$ cat config.mk
export PLATFORM = sky130hd
export DESIGN_NAME = ordered_value_list_table_flat
export DESIGN_NICKNAME = d
export VERILOG_FILES = /design/src/rtl/ovl_pkg.sv /design/src/rtl/ovl_if.sv /design/src/rtl/ovl_ram.sv /design/src/rtl/ovl_seq.sv /design/src/rtl/ordered_value_list_table.sv /design/src/flat_wrapper.sv
export VERILOG_INCLUDE_DIRS = /design/src /design/src/rtl
export SDC_FILE = /design/constraint.sdc
export NUM_CORES = 1
export LEC_CHECK = 0
export BUFFER_PORTS_ARGS = -buffer_cell sky130_fd_sc_hd__buf_2
export CORE_ASPECT_RATIO = 0.8
export CORE_MARGIN = 3
export CORE_UTILIZATION = 50
export CTS_CLUSTER_SIZE = 10
export DETAILED_ROUTE_END_ITERATION = 8
export PLACE_DENSITY = 0.76
export SLEW_MARGIN = 20
export SYNTH_ARGS = -nofsm -noshare
export SYNTH_HDL_FRONTEND = slang
export SYNTH_SLANG_ARGS = --single-unit
$ cat constraint.sdc
create_clock -name clk_i -period 11.3 [get_ports clk_i]
set_clock_uncertainty 0.15 [all_clocks]
set_input_delay 0.565 -clock clk_i [delete_from_list [all_inputs] [get_ports clk_i]]
set_output_delay 0.565 -clock clk_i [all_outputs]
set_load 0.02 [all_outputs]
$ cat src/rtl/assert_macros.svh
// Assertion helpers shared by the RTL. Every user names its clock clk_i and
// its active-low reset rst_ni.
`ifndef ASSERT_MACROS_SVH
`define ASSERT_MACROS_SVH

// Checks a property at every rising clock edge outside reset.
`define ASSERT_PROP(lbl, prop) \
  lbl: assert property (@(posedge clk_i) disable iff (!rst_ni) prop) \
    else $error("list table assertion failed");

// Checks that a condition never holds.
`define ASSERT_NEVER(lbl, expr) \
  `ASSERT_PROP(lbl, !(expr))

`endif

$ cat src/rtl/ovl_pkg.sv
package ovl_pkg;

  localparam int CAPACITY = 64;
  localparam int ADDR_W   = $clog2(CAPACITY);
  localparam int CNT_W    = 7;
  localparam int VAL_W    = 6;
  localparam int IDX_W    = 6;
  localparam int MODE_W   = 2;
  localparam int STAT_W   = 2;
  localparam int ELEM_W   = 7;

  localparam logic [ELEM_W-1:0] NONE_CODE = ELEM_W'(64);

  localparam logic [MODE_W-1:0] MODE_QUERY  = 2'd0;
  localparam logic [MODE_W-1:0] MODE_APPEND = 2'd1;
  localparam logic [MODE_W-1:0] MODE_REMOVE = 2'd2;

  localparam logic [STAT_W-1:0] STAT_DONE   = 2'd0;
  localparam logic [STAT_W-1:0] STAT_FULL   = 2'd1;
  localparam logic [STAT_W-1:0] STAT_ABSENT = 2'd2;

  typedef struct packed {
    logic [MODE_W-1:0] mode;
    logic [VAL_W-1:0]  value;
    logic [IDX_W-1:0]  index;
  } item_t;

  typedef struct packed {
    logic [STAT_W-1:0] status;
    logic              found;
    logic [ADDR_W-1:0] position;
    logic [ELEM_W-1:0] element;
    logic [CNT_W-1:0]  count;
  } result_t;

  typedef struct packed {
    logic              we;
    logic [ADDR_W-1:0] waddr;
    logic [VAL_W-1:0]  wdata;
    logic [ADDR_W-1:0] raddr;
  } ram_req_t;

endpackage

$ cat src/rtl/ovl_if.sv
interface ovl_in_if;
  import ovl_pkg::*;

  logic              valid;
  logic              ready;
  logic [MODE_W-1:0] mode;
  logic [VAL_W-1:0]  value;
  logic [IDX_W-1:0]  index;

  modport source (output valid, mode, value, index, input ready);
  modport sink (input valid, mode, value, index, output ready);
endinterface

interface ovl_out_if;
  import ovl_pkg::*;

  logic              valid;
  logic              ready;
  logic [STAT_W-1:0] status;
  logic              found;
  logic [ADDR_W-1:0] position;
  logic [ELEM_W-1:0] element;
  logic [CNT_W-1:0]  count;

  modport source (output valid, status, found, position, element, count, input ready);
  modport sink (input valid, status, found, position, element, count, output ready);
endinterface

$ cat src/rtl/ovl_ram.sv
module ovl_ram #(
  parameter int WIDTH = 8,
  parameter int DEPTH = 64
) (
  input  logic                     clk_i,
  input  logic                     we_i,
  input  logic [$clog2(DEPTH)-1:0] waddr_i,
  input  logic [WIDTH-1:0]         wdata_i,
  input  logic [$clog2(DEPTH)-1:0] raddr_i,
  output logic [WIDTH-1:0]         rdata_o
);

  logic [WIDTH-1:0] mem_q [DEPTH];
  logic [WIDTH-1:0] rdata_q;

  always_ff @(posedge clk_i) begin
    if (we_i) begin
      mem_q[waddr_i] <= wdata_i;
    end
    rdata_q <= mem_q[raddr_i];
  end

  assign rdata_o = rdata_q;

endmodule

$ cat src/rtl/ovl_seq.sv
`include "assert_macros.svh"

module ovl_seq (
  input  logic                        clk_i,
  input  logic                        rst_ni,
  input  logic                        in_valid_i,
  output logic                        in_ready_o,
  input  ovl_pkg::item_t              in_item_i,
  output logic                        res_valid_o,
  input  logic                        res_ready_i,
  output ovl_pkg::result_t            res_o,
  output ovl_pkg::ram_req_t           ram_o,
  input  logic [ovl_pkg::VAL_W-1:0]   ram_rdata_i
);
  import ovl_pkg::*;

  localparam logic [2:0] S_IDLE  = 3'd0;
  localparam logic [2:0] S_FIND  = 3'd1;
  localparam logic [2:0] S_SHIFT = 3'd2;
  localparam logic [2:0] S_ELEM  = 3'd3;
  localparam logic [2:0] S_ELCAP = 3'd4;
  localparam logic [2:0] S_RESP  = 3'd5;

  logic [2:0]        state_q, state_d;
  logic [CNT_W-1:0]  count_q, count_d;
  logic [CNT_W-1:0]  rd_ptr_q, rd_ptr_d;
  logic              pend_q, pend_d;
  logic [ADDR_W-1:0] tag_q, tag_d;
  item_t             item_q, item_d;
  logic              found_q, found_d;
  logic [ADDR_W-1:0] pos_q, pos_d;
  logic [STAT_W-1:0] status_q, status_d;
  logic [ELEM_W-1:0] element_q, element_d;
  logic              hit;

  // A read issued in the previous cycle returns now and matches the value.
  assign hit = pend_q && (ram_rdata_i == item_q.value);

  always_comb begin
    state_d     = state_q;
    count_d     = count_q;
    rd_ptr_d    = rd_ptr_q;
    pend_d      = pend_q;
    tag_d       = tag_q;
    item_d      = item_q;
    found_d     = found_q;
    pos_d       = pos_q;
    status_d    = status_q;
    element_d   = element_q;
    in_ready_o  = 1'b0;
    res_valid_o = 1'b0;
    ram_o.we    = 1'b0;
    ram_o.waddr = tag_q - ADDR_W'(1);
    ram_o.wdata = ram_rdata_i;
    ram_o.raddr = rd_ptr_q[ADDR_W-1:0];

    case (state_q)
      S_IDLE: begin
        in_ready_o = 1'b1;
        if (in_valid_i) begin
          item_d   = in_item_i;
          rd_ptr_d = '0;
          pend_d   = 1'b0;
          found_d  = 1'b0;
          pos_d    = '0;
          status_d = STAT_DONE;
          state_d  = S_FIND;
          if (in_item_i.mode == MODE_APPEND) begin
            if (count_q >= CNT_W'(CAPACITY)) begin
              status_d = STAT_FULL;
            end else begin
              ram_o.we    = 1'b1;
              ram_o.waddr = count_q[ADDR_W-1:0];
              ram_o.wdata = in_item_i.value;
              count_d     = count_q + CNT_W'(1);
            end
          end
        end
      end

      S_FIND: begin
        if (hit) begin
          pend_d = 1'b0;
          if (item_q.mode == MODE_REMOVE) begin
            rd_ptr_d = CNT_W'(tag_q) + CNT_W'(1);
            state_d  = S_SHIFT;
          end else begin
            found_d = 1'b1;
            pos_d   = tag_q;
            state_d = S_ELEM;
          end
        end else if ((rd_ptr_q == count_q) && !pend_q) begin
          if (item_q.mode == MODE_REMOVE) begin
            status_d = STAT_ABSENT;
          end
          state_d = S_ELEM;
        end else if (rd_ptr_q < count_q) begin
          pend_d   = 1'b1;
          tag_d    = rd_ptr_q[ADDR_W-1:0];
          rd_ptr_d = rd_ptr_q + CNT_W'(1);
        end else begin
          pend_d = 1'b0;
        end
      end

      S_SHIFT: begin
        // Entry tag_q moves down one place; the first match among the moved
        // entries is the new first position of the value.
        if (pend_q) begin
          ram_o.we = 1'b1;
          if (hit && !found_q) begin
            found_d = 1'b1;
            pos_d   = tag_q - ADDR_W'(1);
          end
        end
        if (rd_ptr_q < count_q) begin
          pend_d   = 1'b1;
          tag_d    = rd_ptr_q[ADDR_W-1:0];
          rd_ptr_d = rd_ptr_q + CNT_W'(1);
        end else begin
          pend_d = 1'b0;
          if (!pend_q) begin
            count_d = count_q - CNT_W'(1);
            state_d = S_ELEM;
          end
        end
      end

      S_ELEM: begin
        if (CNT_W'(item_q.index) < count_q) begin
          ram_o.raddr = ADDR_W'(item_q.index);
          state_d     = S_ELCAP;
        end else begin
          element_d = NONE_CODE;
          state_d   = S_RESP;
        end
      end

      S_ELCAP: begin
        element_d = ELEM_W'(ram_rdata_i);
        state_d   = S_RESP;
      end

      S_RESP: begin
        res_valid_o = 1'b1;
        if (res_ready_i) begin
          state_d = S_IDLE;
        end
      end

      default: begin
        state_d = S_IDLE;
      end
    endcase
  end

  always_ff @(posedge clk_i or negedge rst_ni) begin
    if (!rst_ni) begin
      state_q  <= S_IDLE;
      count_q  <= '0;
      rd_ptr_q <= '0;
      pend_q   <= 1'b0;
    end else begin
      state_q  <= state_d;
      count_q  <= count_d;
      rd_ptr_q <= rd_ptr_d;
      pend_q   <= pend_d;
    end
  end

  always_ff @(posedge clk_i) begin
    tag_q     <= tag_d;
    item_q    <= item_d;
    found_q   <= found_d;
    pos_q     <= pos_d;
    status_q  <= status_d;
    element_q <= element_d;
  end

  assign res_o.status   = status_q;
  assign res_o.found    = found_q;
  assign res_o.position = pos_q;
  assign res_o.element  = element_q;
  assign res_o.count    = count_q;

  `ASSERT_PROP(a_count_in_range, count_q <= CNT_W'(CAPACITY))
  `ASSERT_PROP(a_write_in_list, ram_o.we |-> (CNT_W'(ram_o.waddr) <= count_q))
  `ASSERT_NEVER(a_idle_read_pending, (state_q == S_IDLE) && pend_q)
  `ASSERT_PROP(a_remove_shrinks, ((state_q == S_SHIFT) && (state_d == S_ELEM)) |=> (count_q == $past(count_q) - CNT_W'(1)))

endmodule

$ cat src/rtl/ordered_value_list_table.sv
// Channel  | Direction | Fields                                   | Handshake
// ---------+-----------+------------------------------------------+-------------
// in_i     | sink      | mode, value, index                       | valid/ready
// out_o    | source    | status, found, position, element, count  | valid/ready
//
// A transaction occupies the sequencer until its result is taken; the search
// reads one entry per cycle and a removal shifts the rest down one per cycle.
// Its result is held in an output register that drives out_o.
// Reset clears the entry count and the sequencer; the entry memory is not
// cleared, since only entries below the count are ever read.
// A waiting result lets one more transaction in, then in_i stalls until out_o drains.
module ordered_value_list_table (
  input logic       clk_i,
  input logic       rst_ni,
  ovl_in_if.sink    in_i,
  ovl_out_if.source out_o
);
  import ovl_pkg::*;

  item_t             in_item;
  result_t           res;
  ram_req_t          ram_req;
  logic [VAL_W-1:0]  ram_rdata;
  logic              res_valid;
  logic              res_ready;
  logic              out_valid_q;
  result_t           out_res_q;

  assign in_item.mode  = in_i.mode;
  assign in_item.value = in_i.value;
  assign in_item.index = in_i.index;

  // The sequencer owns all list bookkeeping; this level adds the entry memory and the
  // output register that decouples it from the downstream consumer.
  ovl_seq u_seq (
    .clk_i       (clk_i),
    .rst_ni      (rst_ni),
    .in_valid_i  (in_i.valid),
    .in_ready_o  (in_i.ready),
    .in_item_i   (in_item),
    .res_valid_o (res_valid),
    .res_ready_i (res_ready),
    .res_o       (res),
    .ram_o       (ram_req),
    .ram_rdata_i (ram_rdata)
  );

  // The entries are kept in list order in one memory with a registered read.
  ovl_ram #(
    .WIDTH (VAL_W),
    .DEPTH (CAPACITY)
  ) u_entry_ram (
    .clk_i   (clk_i),
    .we_i    (ram_req.we),
    .waddr_i (ram_req.waddr),
    .wdata_i (ram_req.wdata),
    .raddr_i (ram_req.raddr),
    .rdata_o (ram_rdata)
  );

  // A new result may enter when the register is empty or being emptied.
  assign res_ready = !out_valid_q || out_o.ready;

  always_ff @(posedge clk_i or negedge rst_ni) begin
    if (!rst_ni) begin
      out_valid_q <= 1'b0;
    end else if (res_valid && res_ready) begin
      out_valid_q <= 1'b1;
    end else if (out_o.ready) begin
      out_valid_q <= 1'b0;
    end
  end

  always_ff @(posedge clk_i) begin
    if (res_valid && res_ready) begin
      out_res_q <= res;
    end
  end

  assign out_o.valid    = out_valid_q;
  assign out_o.status   = out_res_q.status;
  assign out_o.found    = out_res_q.found;
  assign out_o.position = out_res_q.position;
  assign out_o.element  = out_res_q.element;
  assign out_o.count    = out_res_q.count;

endmodule
$ cat src/flat_wrapper.sv
// flat-port wrapper written by rule: the top's interface ports become plain ports
module ordered_value_list_table_flat import ovl_pkg::*;
  (clk_i, rst_ni, in_i_valid, in_i_mode, in_i_value, in_i_index, in_i_ready, out_o_valid, out_o_status, out_o_found, out_o_position, out_o_element, out_o_count, out_o_ready);
  ovl_in_if in_i_i ();
  ovl_out_if out_o_i ();
  input logic clk_i;
  input logic rst_ni;
  input wire logic [$bits(in_i_i.valid)-1:0] in_i_valid;
  input wire logic [$bits(in_i_i.mode)-1:0] in_i_mode;
  input wire logic [$bits(in_i_i.value)-1:0] in_i_value;
  input wire logic [$bits(in_i_i.index)-1:0] in_i_index;
  output wire logic [$bits(in_i_i.ready)-1:0] in_i_ready;
  output wire logic [$bits(out_o_i.valid)-1:0] out_o_valid;
  output wire logic [$bits(out_o_i.status)-1:0] out_o_status;
  output wire logic [$bits(out_o_i.found)-1:0] out_o_found;
  output wire logic [$bits(out_o_i.position)-1:0] out_o_position;
  output wire logic [$bits(out_o_i.element)-1:0] out_o_element;
  output wire logic [$bits(out_o_i.count)-1:0] out_o_count;
  input wire logic [$bits(out_o_i.ready)-1:0] out_o_ready;
  assign in_i_i.valid = in_i_valid;
  assign in_i_i.mode = in_i_mode;
  assign in_i_i.value = in_i_value;
  assign in_i_i.index = in_i_index;
  assign in_i_ready = in_i_i.ready;
  assign out_o_valid = out_o_i.valid;
  assign out_o_status = out_o_i.status;
  assign out_o_found = out_o_i.found;
  assign out_o_position = out_o_i.position;
  assign out_o_element = out_o_i.element;
  assign out_o_count = out_o_i.count;
  assign out_o_i.ready = out_o_ready;
  ordered_value_list_table u_core (.clk_i(clk_i), .rst_ni(rst_ni), .in_i(in_i_i), .out_o(out_o_i));
endmodule
# Word-level counts from Yosys, hierarchy flattened
# Memories as Yosys holds them, arrays and structs flattened. A register that Yosys moved wholly into a read port is not among the register bits.
# Cells that the tools add are included.
# totals
word_cells,142
out_inout_bits,25
ram_bits,384
in_bits,18
n_memories,1
ff_bits,78
# memory_table
memory,depth,word_bits,rd,rd_clocked_by_memory_dff,write_ports,line_no,source
u_core.u_entry_ram.mem_q,64,6,1,1,1,ovl_ram.sv:13,logic [WIDTH-1:0] mem_q [DEPTH];
# op_classes
add_sub_neg,5
eq_ne,27
order_cmp,3
n_mux,64
reduce_logical,24
# op_table
cell,n
$mux 7,11
$mux 6,10
$mux 13,3
$ne 2x2->1 const B,14
$pmux 7 s2,2
$pmux 7 s3,1
$mux 1,18
$mux 3,6
$pmux 3 s6,1
$pmux 6 s3,1
$add 7x1->7 const B,2
$mux 12,1
$pmux 6 s2,1
$reduce_and 6->1,2
$mux 2,5
$reduce_and 5->1,2
$reduce_bool 2->1,5
$ne 3x3->1 const B,3
$add 6x1->7 const B,1
$eq 7x7->1,1
$ge 7x7->1 const B,1
$lt 6x7->1,1
$lt 7x7->1,1
$sub 7x1->7 const B,1
19 further kinds,29

# Depth between registers and ports, before layout
# Gate-level depths: netlist (run 1).
# logic_depth
ltp_word,7
depth_mapped,15
mapped_depth_nobuf,11

# Cells and area by module
# From an unflattened synthesis (run 1), not the netlist that was laid out.
# unflattened
hier_cells,1058
area_unflattened_um2,19354.8
# by_module_without_submodules
module,area_per_inst_um2,seq_area_each_um2,n_inst,cells_each
ovl_ram,15225.9,11651.2,1,720
ovl_seq,3384.5,1531.5,1,311
ordered_value_list_table,744.5,715.7,1,27

# Worst setup path after synthesis (run 1)
# Ideal clock, no wire load.
# synth_timing
path_kind,reg-to-reg
from,register u_core.u_seq.count_q[1]
to,register u_core.u_entry_ram.rdata_q[4] (netlist: u_core.u_entry_ram.rdata_o[4]) (read register of u_core.u_entry_ram.mem_q)
slack_ns,7.662
t_required_ns,11.034
path_buffers,1
synth_period_minus_slack_ns,3.638
setup_ns,0.116
stages_incl_launch_ff,12
t_arrival_ns,3.373
cell_sequence,dfrtp_1 -> inv_1 -> ha_1 -> a211o_1 -> a211oi_4 -> mux2_2 -> clkbuf_1 -> nand2_1 -> o22ai_1 -> or4_1 -> or4_1 -> a31o_1
# synth_between
elab_chain_len,3
# synth_lines
element,line_no,source
"start, declared",ovl_seq.sv:25,"logic [CNT_W-1:0] count_q, count_d;"
"start signal, assigned",ovl_seq.sv:165,count_q <= count_d;
$lt 6x7->1,ovl_seq.sv:130,if (CNT_W'(item_q.index) < count_q) begin
$mux 6,ovl_seq.sv:130,
$mux 6,ovl_seq.sv:57,case (state_q)
"end, declared",ovl_ram.sv:14,logic [WIDTH-1:0] rdata_q;
# Every way passes these cells.
# A chain may end at the register's enable or synchronous reset.

# Final worst setup path (run 1)
# layout_timing
from,register u_core.u_seq.item_q[1] in the netlist's numbering
to,register u_core.u_entry_ram.rdata_q[4] (netlist: u_core.u_entry_ram.rdata_o[4]) (read register of u_core.u_entry_ram.mem_q)
# layout_between
elab_chain_len,3
# layout_lines
element,line_no,source
"start, declared",ovl_seq.sv:29,"item_t item_q, item_d;"
"start signal, assigned",ovl_seq.sv:173,item_q <= item_d;
$lt 6x7->1,ovl_seq.sv:130,
$mux 6 (*),ovl_seq.sv:130,
$mux 6 (*),ovl_seq.sv:57,
# Every way passes the cells marked *; elsewhere a longest branch is shown, timed or not.

==> results.cfg, run 1 <==
[worst_setup_path]
worstReg2RegStart = u_core.u_seq.item_q[1]
arrival_ns = 5.57
critical_path_class = reg -> reg
cp_top_family = buffers and inverters
reg2reg_to = u_core.u_entry_ram.rdata_o[4]
path_cells = ha_1 -> a211o_1 -> a211oi_4 -> buf_4 -> mux2_8 -> buf_4 -> mux2i_1 -> o22ai_1 -> or4_1 -> or4_1 -> a31o_1
path_buf_inv = 2
critPathMaxFanout = 71
critPathMaxStageDelay_ns = 0.70
cp_slowest_cell = mux2_8
cp_data_required_time_ns = 11.63
worst_setup_path_start_kind = register
endpoint_kind = register
rrSetupSlack_ns = 6.06
reg2reg_depth = 11

[floorplanning]
die_area_mm2 = 0.0416
die-width_um = 227
io_pins = 43
die_h_um = 183
rows = 64
start_util_pct = 51.0
core_area_mm2 = 0.0384

[hold_path]
min_to = u_core.u_seq.item_q[12]
min_path_cells = 1
hold_class = in -> reg
hp-start = in_i_mode[0]

[global_route]
grt_remaining_overflow = 0
grt.total_usage_pct = 25.1
antenna_found_initial = 0
grt_max_degree = 72
grt_pass1_vias = 12088
grt_pass1_wl_um = 77100

[logic_synthesis]
ys.flop_type = edfxtp_1
yosysWarnings = 0
syn_inst = 1406
ys_seq_elements = 468
synth_edf_count = 443
ys_types = 67
avgSynthCellArea_um2 = 13.9
syn_nets = 1445
synthArstFlopShare_pct = 4.06
synth_seq_area_share_pct = 70.9
synth_area_mm2 = 0.0196

[clock_network]
cts_sinks = 468
cts_tree = built
cts-htree-levels = 2
cts_buffer_depth = 3
path_clk_slew_ns = 0.06
cts_root_buffer = clkbuf_16
cts_made_buffers = 52
insertion_delay_ns = 0.58

[cells_and_area]
diodes = 0
design_area_mm2 = 0.0219
final_cells = 1997
syn2layout_area_growth_pct = 11.7
drive_gt1_share_pct = 11.0
nFillCells = 2966
mostFrequentLayoutCell = edfxtp_1
ff_latch_area_mm2 = 0.0139
finalNetCount = 1498
multi_input_area_mm2 = 0.00537
layout_common_cells = edfxtp_1, nand2_1, nor2_1

[sta]
fmax_mhz = 191
fin_crit_sh_pct = 46.4
max_slew_margin_pct = 13.1
setup_viol = 0
worst_pin_slew_ns = 1.29
rsz0062_at_grt = no
setup-tns-final_ns = 0
fin_crit_ns = 5.24
slew_viol_final = 0
final_hold_viol_count = 0
setup_ws_ns = 6.06

[power]
combPwrFrac_pct = 32.9
ir_worst_vdd_mv = 0.280
power.leakage_uw = 0.00752
internal_power_uw = 3650
p_seq_share_pct = 40.2
p_sw_share_pct = 36.3
power.density_mw_per_mm2 = 262
p_switching_uw = 2080
total_power_uw = 5730
clockPowerShare_pct = 26.9

[drt]
vias = 12751
dr.pass1.iters = 7
ant_nets = 0
wirelength_um = 51900
met2WireLength_um = 22200
routed-wl-met3_um = 7550
avgRoutedWirePerCell_um = 26.0
wl_met1_um = 20200
vias_per_cell = 6.39
drcViolationCount = 0
highest_layer = met4
drt_iter0_drc = 1876

[place]
gp_congestion = 0.949
placed_cell_area_mm2 = 0.0203
place_ws_ns = 6.12
dpl.hpwl_um = 32700
port_buffers = 42
placed_cells = 1897

[outcome]
status = complete, no violations

[run]
cap_viol_max_count = 0
==> area by class of cell <==
type	instances	share of cell area (%)
repair buffers	65	1.77
clock buffers	96	6.94
multi-input cells	848	24.5
clock inverters	1	0.0743
inverters	24	0.411
well taps	495	2.83
flip-flops and latches	468	63.5
==> cells in the mapped netlist (4+ instances only) <==
| cell | count | area [um^2] |
|---|---|---|
| mux2_2 | 20 | 225 |
| and3_1 | 8 | 50.1 |
| nor2b_1 | 5 | 31.3 |
| edfxtp_1 | 443 | 13300 |
| nand3b_1 | 5 | 37.5 |
| a21o_1 | 11 | 82.6 |
| a31oi_1 | 7 | 43.8 |
| buf_2 | 11 | 55.1 |
| inv_1 | 23 | 86.3 |
| clkbuf_1 | 39 | 146 |
| dfrtp_1 | 19 | 475 |
| a2111oi_0 | 4 | 35.0 |
| mux2i_1 | 94 | 941 |
| nand2_1 | 205 | 769 |
| o31ai_1 | 6 | 45.0 |
| a22oi_1 | 7 | 52.6 |
| nor3_1 | 18 | 90.1 |
| nor4_1 | 16 | 100 |
| nand3_1 | 30 | 150 |
| dfxtp_1 | 6 | 120 |
| a21oi_1 | 81 | 405 |
| mux4_2 | 7 | 158 |
| ha_1 | 20 | 250 |
| xnor2_1 | 11 | 96.3 |
| nor3b_1 | 6 | 45.0 |
| a32oi_1 | 5 | 43.8 |
| xor2_1 | 10 | 87.6 |
| o22ai_1 | 40 | 250 |
| buf_4 | 12 | 90.1 |
| nand4_1 | 8 | 50.1 |
| o21ai_0 | 40 | 200 |
| nand2b_1 | 18 | 113 |
| nor2_1 | 110 | 413 |
==> how the worst max path moves through the flow <==
stage	startpoint	to	cells past startpoint
floorplan	u_core.u_seq.count_q[1]	u_core.u_entry_ram.rdata_o[4]	11
finish	u_core.u_seq.item_q[1]	u_core.u_entry_ram.rdata_o[4]	11
detailed placement	u_core.u_seq.item_q[1]	u_core.u_entry_ram.rdata_o[4]	11
global route	u_core.u_seq.item_q[1]	u_core.u_entry_ram.rdata_o[4]	11
CTS	u_core.u_seq.item_q[1]	u_core.u_entry_ram.rdata_o[4]	11
global placement	u_core.u_seq.item_q[1]	u_core.u_entry_ram.rdata_o[4]	11
==> per-layer routing <==
metal  up-vias  global-route usage (%)
met5         -                       0
met4         0                    9.26
met3       148                    8.31
met2       961                    35.6
met1      6209                    36.4
li1       5433                       -
==> per-stage QoR <==
step                      hold slack [ns]  utilization [%]
after detailed placement            0.255             52.9
after floorplan                     0.119                -
after global routing               0.0148             57.0
after CTS                          0.0132             56.9
final                              0.0287             57.0
after global placement              0.254             52.9
==> kinds of logic (layout without fill, tap and decap cells) <==
kind of cell    count (synthesis)  after routing  share of synthesized area, %
flops                         468            468                          70.9
xor+xnor                       21             21                         0.938
simple gates                  445            445                          10.1
mux                           123            123                          7.02
compound gates                238            238                          7.63
fa+ha+maj                      21             21                          1.38
buf+inv                        90            186                          2.06
==> power groups by stage <==
| stage | combinational, uW | sequential, uW | clock [uW] |
|---|---|---|---|
| 2_1_floorplan | 1210 | 2280 | 0 |
| 3_3_place_gp | 1790 | 2340 | 0 |
| 3_5_place_dp | 1820 | 2340 | 0 |
| 4_1_cts | 1830 | 2300 | 1550 |
| 5_1_grt | 1990 | 2310 | 1630 |
| 6_report | 1890 | 2310 | 1540 |
==> flip-flops by register name, indices dropped and copies added (netlist names) <==
| signal | count |
|---|---|
| u_core.u_seq.rd_ptr_q | 7 |
| u_core.u_entry_ram.rdata_o | 6 |
| u_core.u_seq.count_q | 7 |
| u_core.u_seq.state_q | 3 |
| u_core.u_seq.pos_q | 6 |
| u_core.u_seq.pend_q | 1 |
| u_core.out_o.status | 2 |
| u_core.u_seq.status_q | 2 |
| u_core.u_seq.element_q | 7 |
| u_core.out_o.count | 7 |
| u_core.out_o.element | 7 |
| u_core.out_o.valid | 1 |
| u_core.u_seq.found_q | 1 |
| u_core.u_seq.tag_q | 6 |
| u_core.u_entry_ram.mem_q | 384 |
| u_core.out_o.position | 6 |
| u_core.u_seq.item_q | 14 |
| u_core.out_o.found | 1 |
==> repair_timing <==
action,4_1_cts,5_1_grt
hold buffers,2,0
setup buffers,0,0
gates resized for setup,0,0
endpoints found under the hold margin,20,0
Power figures use the tool's default switching activity.
==> run 2, diff against run 1 <==
- ABC_AREA: not set -> 1
- PLACE_DENSITY: 0.76 -> 0.78
- clock period: 11.3 -> 4.75 ns (I/O delays scaled with it)
==> run 2 against run 1 <==
  * Sequential cell count stayed put
  * Setup slack worse by 5.2 ns
  * Sequential share of layout area is 4.3 points lower
  * Highest routed layer unchanged
  * Cell count is 35% higher
  * Critical endpoint is now u_core.u_entry_ram.rdata_o[3]
==> results.cfg, run 2 <==
[outcome]
status = complete, no violations

[sta]
fmax_mhz = 260
setup_viol = 0
fin_crit_sh_pct = 80.9
worst_pin_slew_ns = 1.10
rsz0062_at_grt = no
fin_crit_ns = 3.84
max_slew_margin_pct = 26.7
slew_viol_final = 0
setup_ws_ns = 0.905
final_hold_viol_count = 0

[run]
cap_viol_max_count = 0

[clock_network]
insertion_delay_ns = 0.59
cts_tree = built
path_clk_slew_ns = 0.06
cts_root_buffer = clkbuf_16
cts_made_buffers = 52
cts-htree-levels = 2
cts_sinks = 468
cts_buffer_depth = 3

[logic_synthesis]
synthArstFlopShare_pct = 4.06
ys_seq_elements = 468
syn_nets = 2109
ys_top_cells_by_area = edfxtp_1, nand2_1, nand3_1
synth_top_cell_area_share_pct = 63.4
synth_compound_area_share_pct = 2.12
syn_inst = 2070
ys_types = 40
yosys-top-cells-count = nand2_1, edfxtp_1, inv_1, nand3_1, nor2_1
ys.flop_type = edfxtp_1
synthMuxAreaShare_pct = 0
synth_top_family_by_area = simple AND/OR/NAND/NOR gates
synth_most_common_cell = nand2_1
avgSynthCellArea_um2 = 10.1
synth_largest_area_cell = edfxtp_1
synth_edf_count = 443
synthAdderAreaFrac_pct = 1.29
synth_area_mm2 = 0.0210
yosysWarnings = 0
synth_seq_area_share_pct = 66.3
synth-simple-area-share_pct = 21.0
synth-xor-area-share_pct = 0.710

[floorplanning]
io_pins = 43
die_area_mm2 = 0.0444
die-width_um = 235
start_util_pct = 51.1
rows = 66
core_area_mm2 = 0.0410
die_h_um = 189

[worst_setup_path]
reg2reg_depth = 19
arrival_ns = 4.15
endpoint_kind = register
critPathMaxFanout = 85
critical_path_class = reg -> reg
cp_data_required_time_ns = 5.05
rrSetupSlack_ns = 0.91
worst_setup_path_start_kind = register

[global_route]
grt_remaining_overflow = 0
grt_pass1_vias = 14643
grt.total_usage_pct = 23.6
grt_max_degree = 86
grt_pass1_wl_um = 81900
antenna_found_initial = 0

[drt]
vias_per_cell = 5.56
ant_nets = 0
vias = 14961
drcViolationCount = 0
avgRoutedWirePerCell_um = 19.5
dr.pass1.iters = 6
drt_iter0_drc = 1806
wirelength_um = 52600

[power]
total_power_uw = 14600
power.leakage_uw = 0.00977
ir_worst_vdd_mv = 0.355
power.density_mw_per_mm2 = 620

[cells_and_area]
layout_common_cells = nand2_1, edfxtp_1, inv_1
diodes = 0
largestRegisters = u_core.u_entry_ram.mem_q x384, u_core.u_seq.item_q x14
drive_gt1_share_pct = 6.98
syn2layout_area_growth_pct = 12.0
nFillCells = 3303
largest_reg_flops = 384
finalNetCount = 2167
mostFrequentLayoutCell = nand2_1
largest_register = u_core.u_entry_ram.mem_q
final_cells = 2693

[place]
port_buffers = 42
dpl.hpwl_um = 32900
gp_congestion = 0.932
place_ws_ns = 1.02
placed_cells = 2602

[hold_path]
hold_class = in -> async
[run 2: cell count changes after synthesis, moves of 20 or more]
cell / previous run / this run
o22ai_1: 40 / 8
buf_2: 11 / 46
a21oi_1: 81 / 10
nand3_1: 30 / 354
inv_1: 23 / 371
nand2_1: 205 / 535
mux2i_1: 94 / 0
mux2_2: 20 / 0
[run 2: per-layer routing]
metal | global-route usage, % | share of wire [%]
met4 | 7.98 | 3.0
met3 | 5.53 | 11
met1 | 32.9 | 41
met5 | 0 | 0
met2 | 37.0 | 45
[run 2: cells by family (layout without fill, tap and decap cells)]
logic type | after synthesis | after routing
AOI/OAI and AO/OA | 76 | 76
and+or+nand+nor | 1030 | 1030
buffers and inverters | 458 | 537
xor gates and xnor gates | 17 | 17
adders and majority gates | 21 | 21
DFF | 468 | 468
[run 2: per-stage QoR]
stage          hold WS [ns]  TNS [ns]  cell area [um^2]  util [%]
2_1_floorplan        -0.208     -6.27             21000         -
3_3_place_gp         0.0867         0             21900      53.3
3_5_place_dp         0.0858         0             21900      53.4
4_1_cts              0.0493         0             23500      57.2
5_1_grt               0.101         0             23500      57.2
6_report             0.0382         0             23500      57.2
[run 2: timing repair]
| action | CTS | global route |
|---|---|---|
| gates resized for setup | 0 | 0 |
| hold endpoints to repair | 36 | 0 |
| hold buffers | 16 | 0 |
| setup endpoints to repair | 0 | 0 |
| buffers inserted | 0 | 0 |
[run 2: cell type report]
type | count | area, um^2 | area share [%]
Tap cell | 544 | 681 | 2.90
Clock buffer | 73 | 1390 | 5.92
Multi-Input combinational cell | 1144 | 5370 | 22.9
Clock inverter | 2 | 25.0 | 0.107
Sequential cell | 468 | 13900 | 59.2
Timing Repair Buffer | 87 | 716 | 3.05
Inverter | 375 | 1410 | 5.99
[run 2: critical path, stage by stage (launching register included)]
cell and delay [ns]:
dfrtp_1 0.48, inv_1 0.16, ha_1 0.30, nand2_1 0.05, inv_1 0.05, nand2_1 0.04, nand2_1 0.06, nand2_1 0.11
nand3_2 0.18, nand2_1 0.08, buf_4 0.20, nand2_4 0.51, buf_12 0.38, nand2_1 0.09, nand3_1 0.11, nand3_1 0.10
nand3_1 0.17, nand3_1 0.15, nand3_1 0.13, nand2_1 0.10
[run 2: worst paths after layout]
| path | start | to |
|---|---|---|
| worst max-delay path | u_core.u_seq.count_q[1] | u_core.u_entry_ram.rdata_o[3] |
| worst min-delay path | rst_ni | u_core.u_seq.count_q[4] |
| worst max register to register | u_core.u_seq.count_q[1] | u_core.u_entry_ram.rdata_o[3] |
| worst min register to register | u_core.u_seq.element_q[2] | u_core.out_o.element[2] |
| max in group asynchronous | rst_ni | u_core.u_seq.rd_ptr_q[1] |
| min in group clk_i | in_i_valid | u_core.u_seq.status_q[1] |
[run 2: report_power, final]
| part | total, uW | switching (uW) | internal (uW) |
|---|---|---|---|
| registers | 5670 | 235 | 5430 |
| logic | 5390 | 3940 | 1450 |
| clock network | 3510 | 1510 | 2000 |
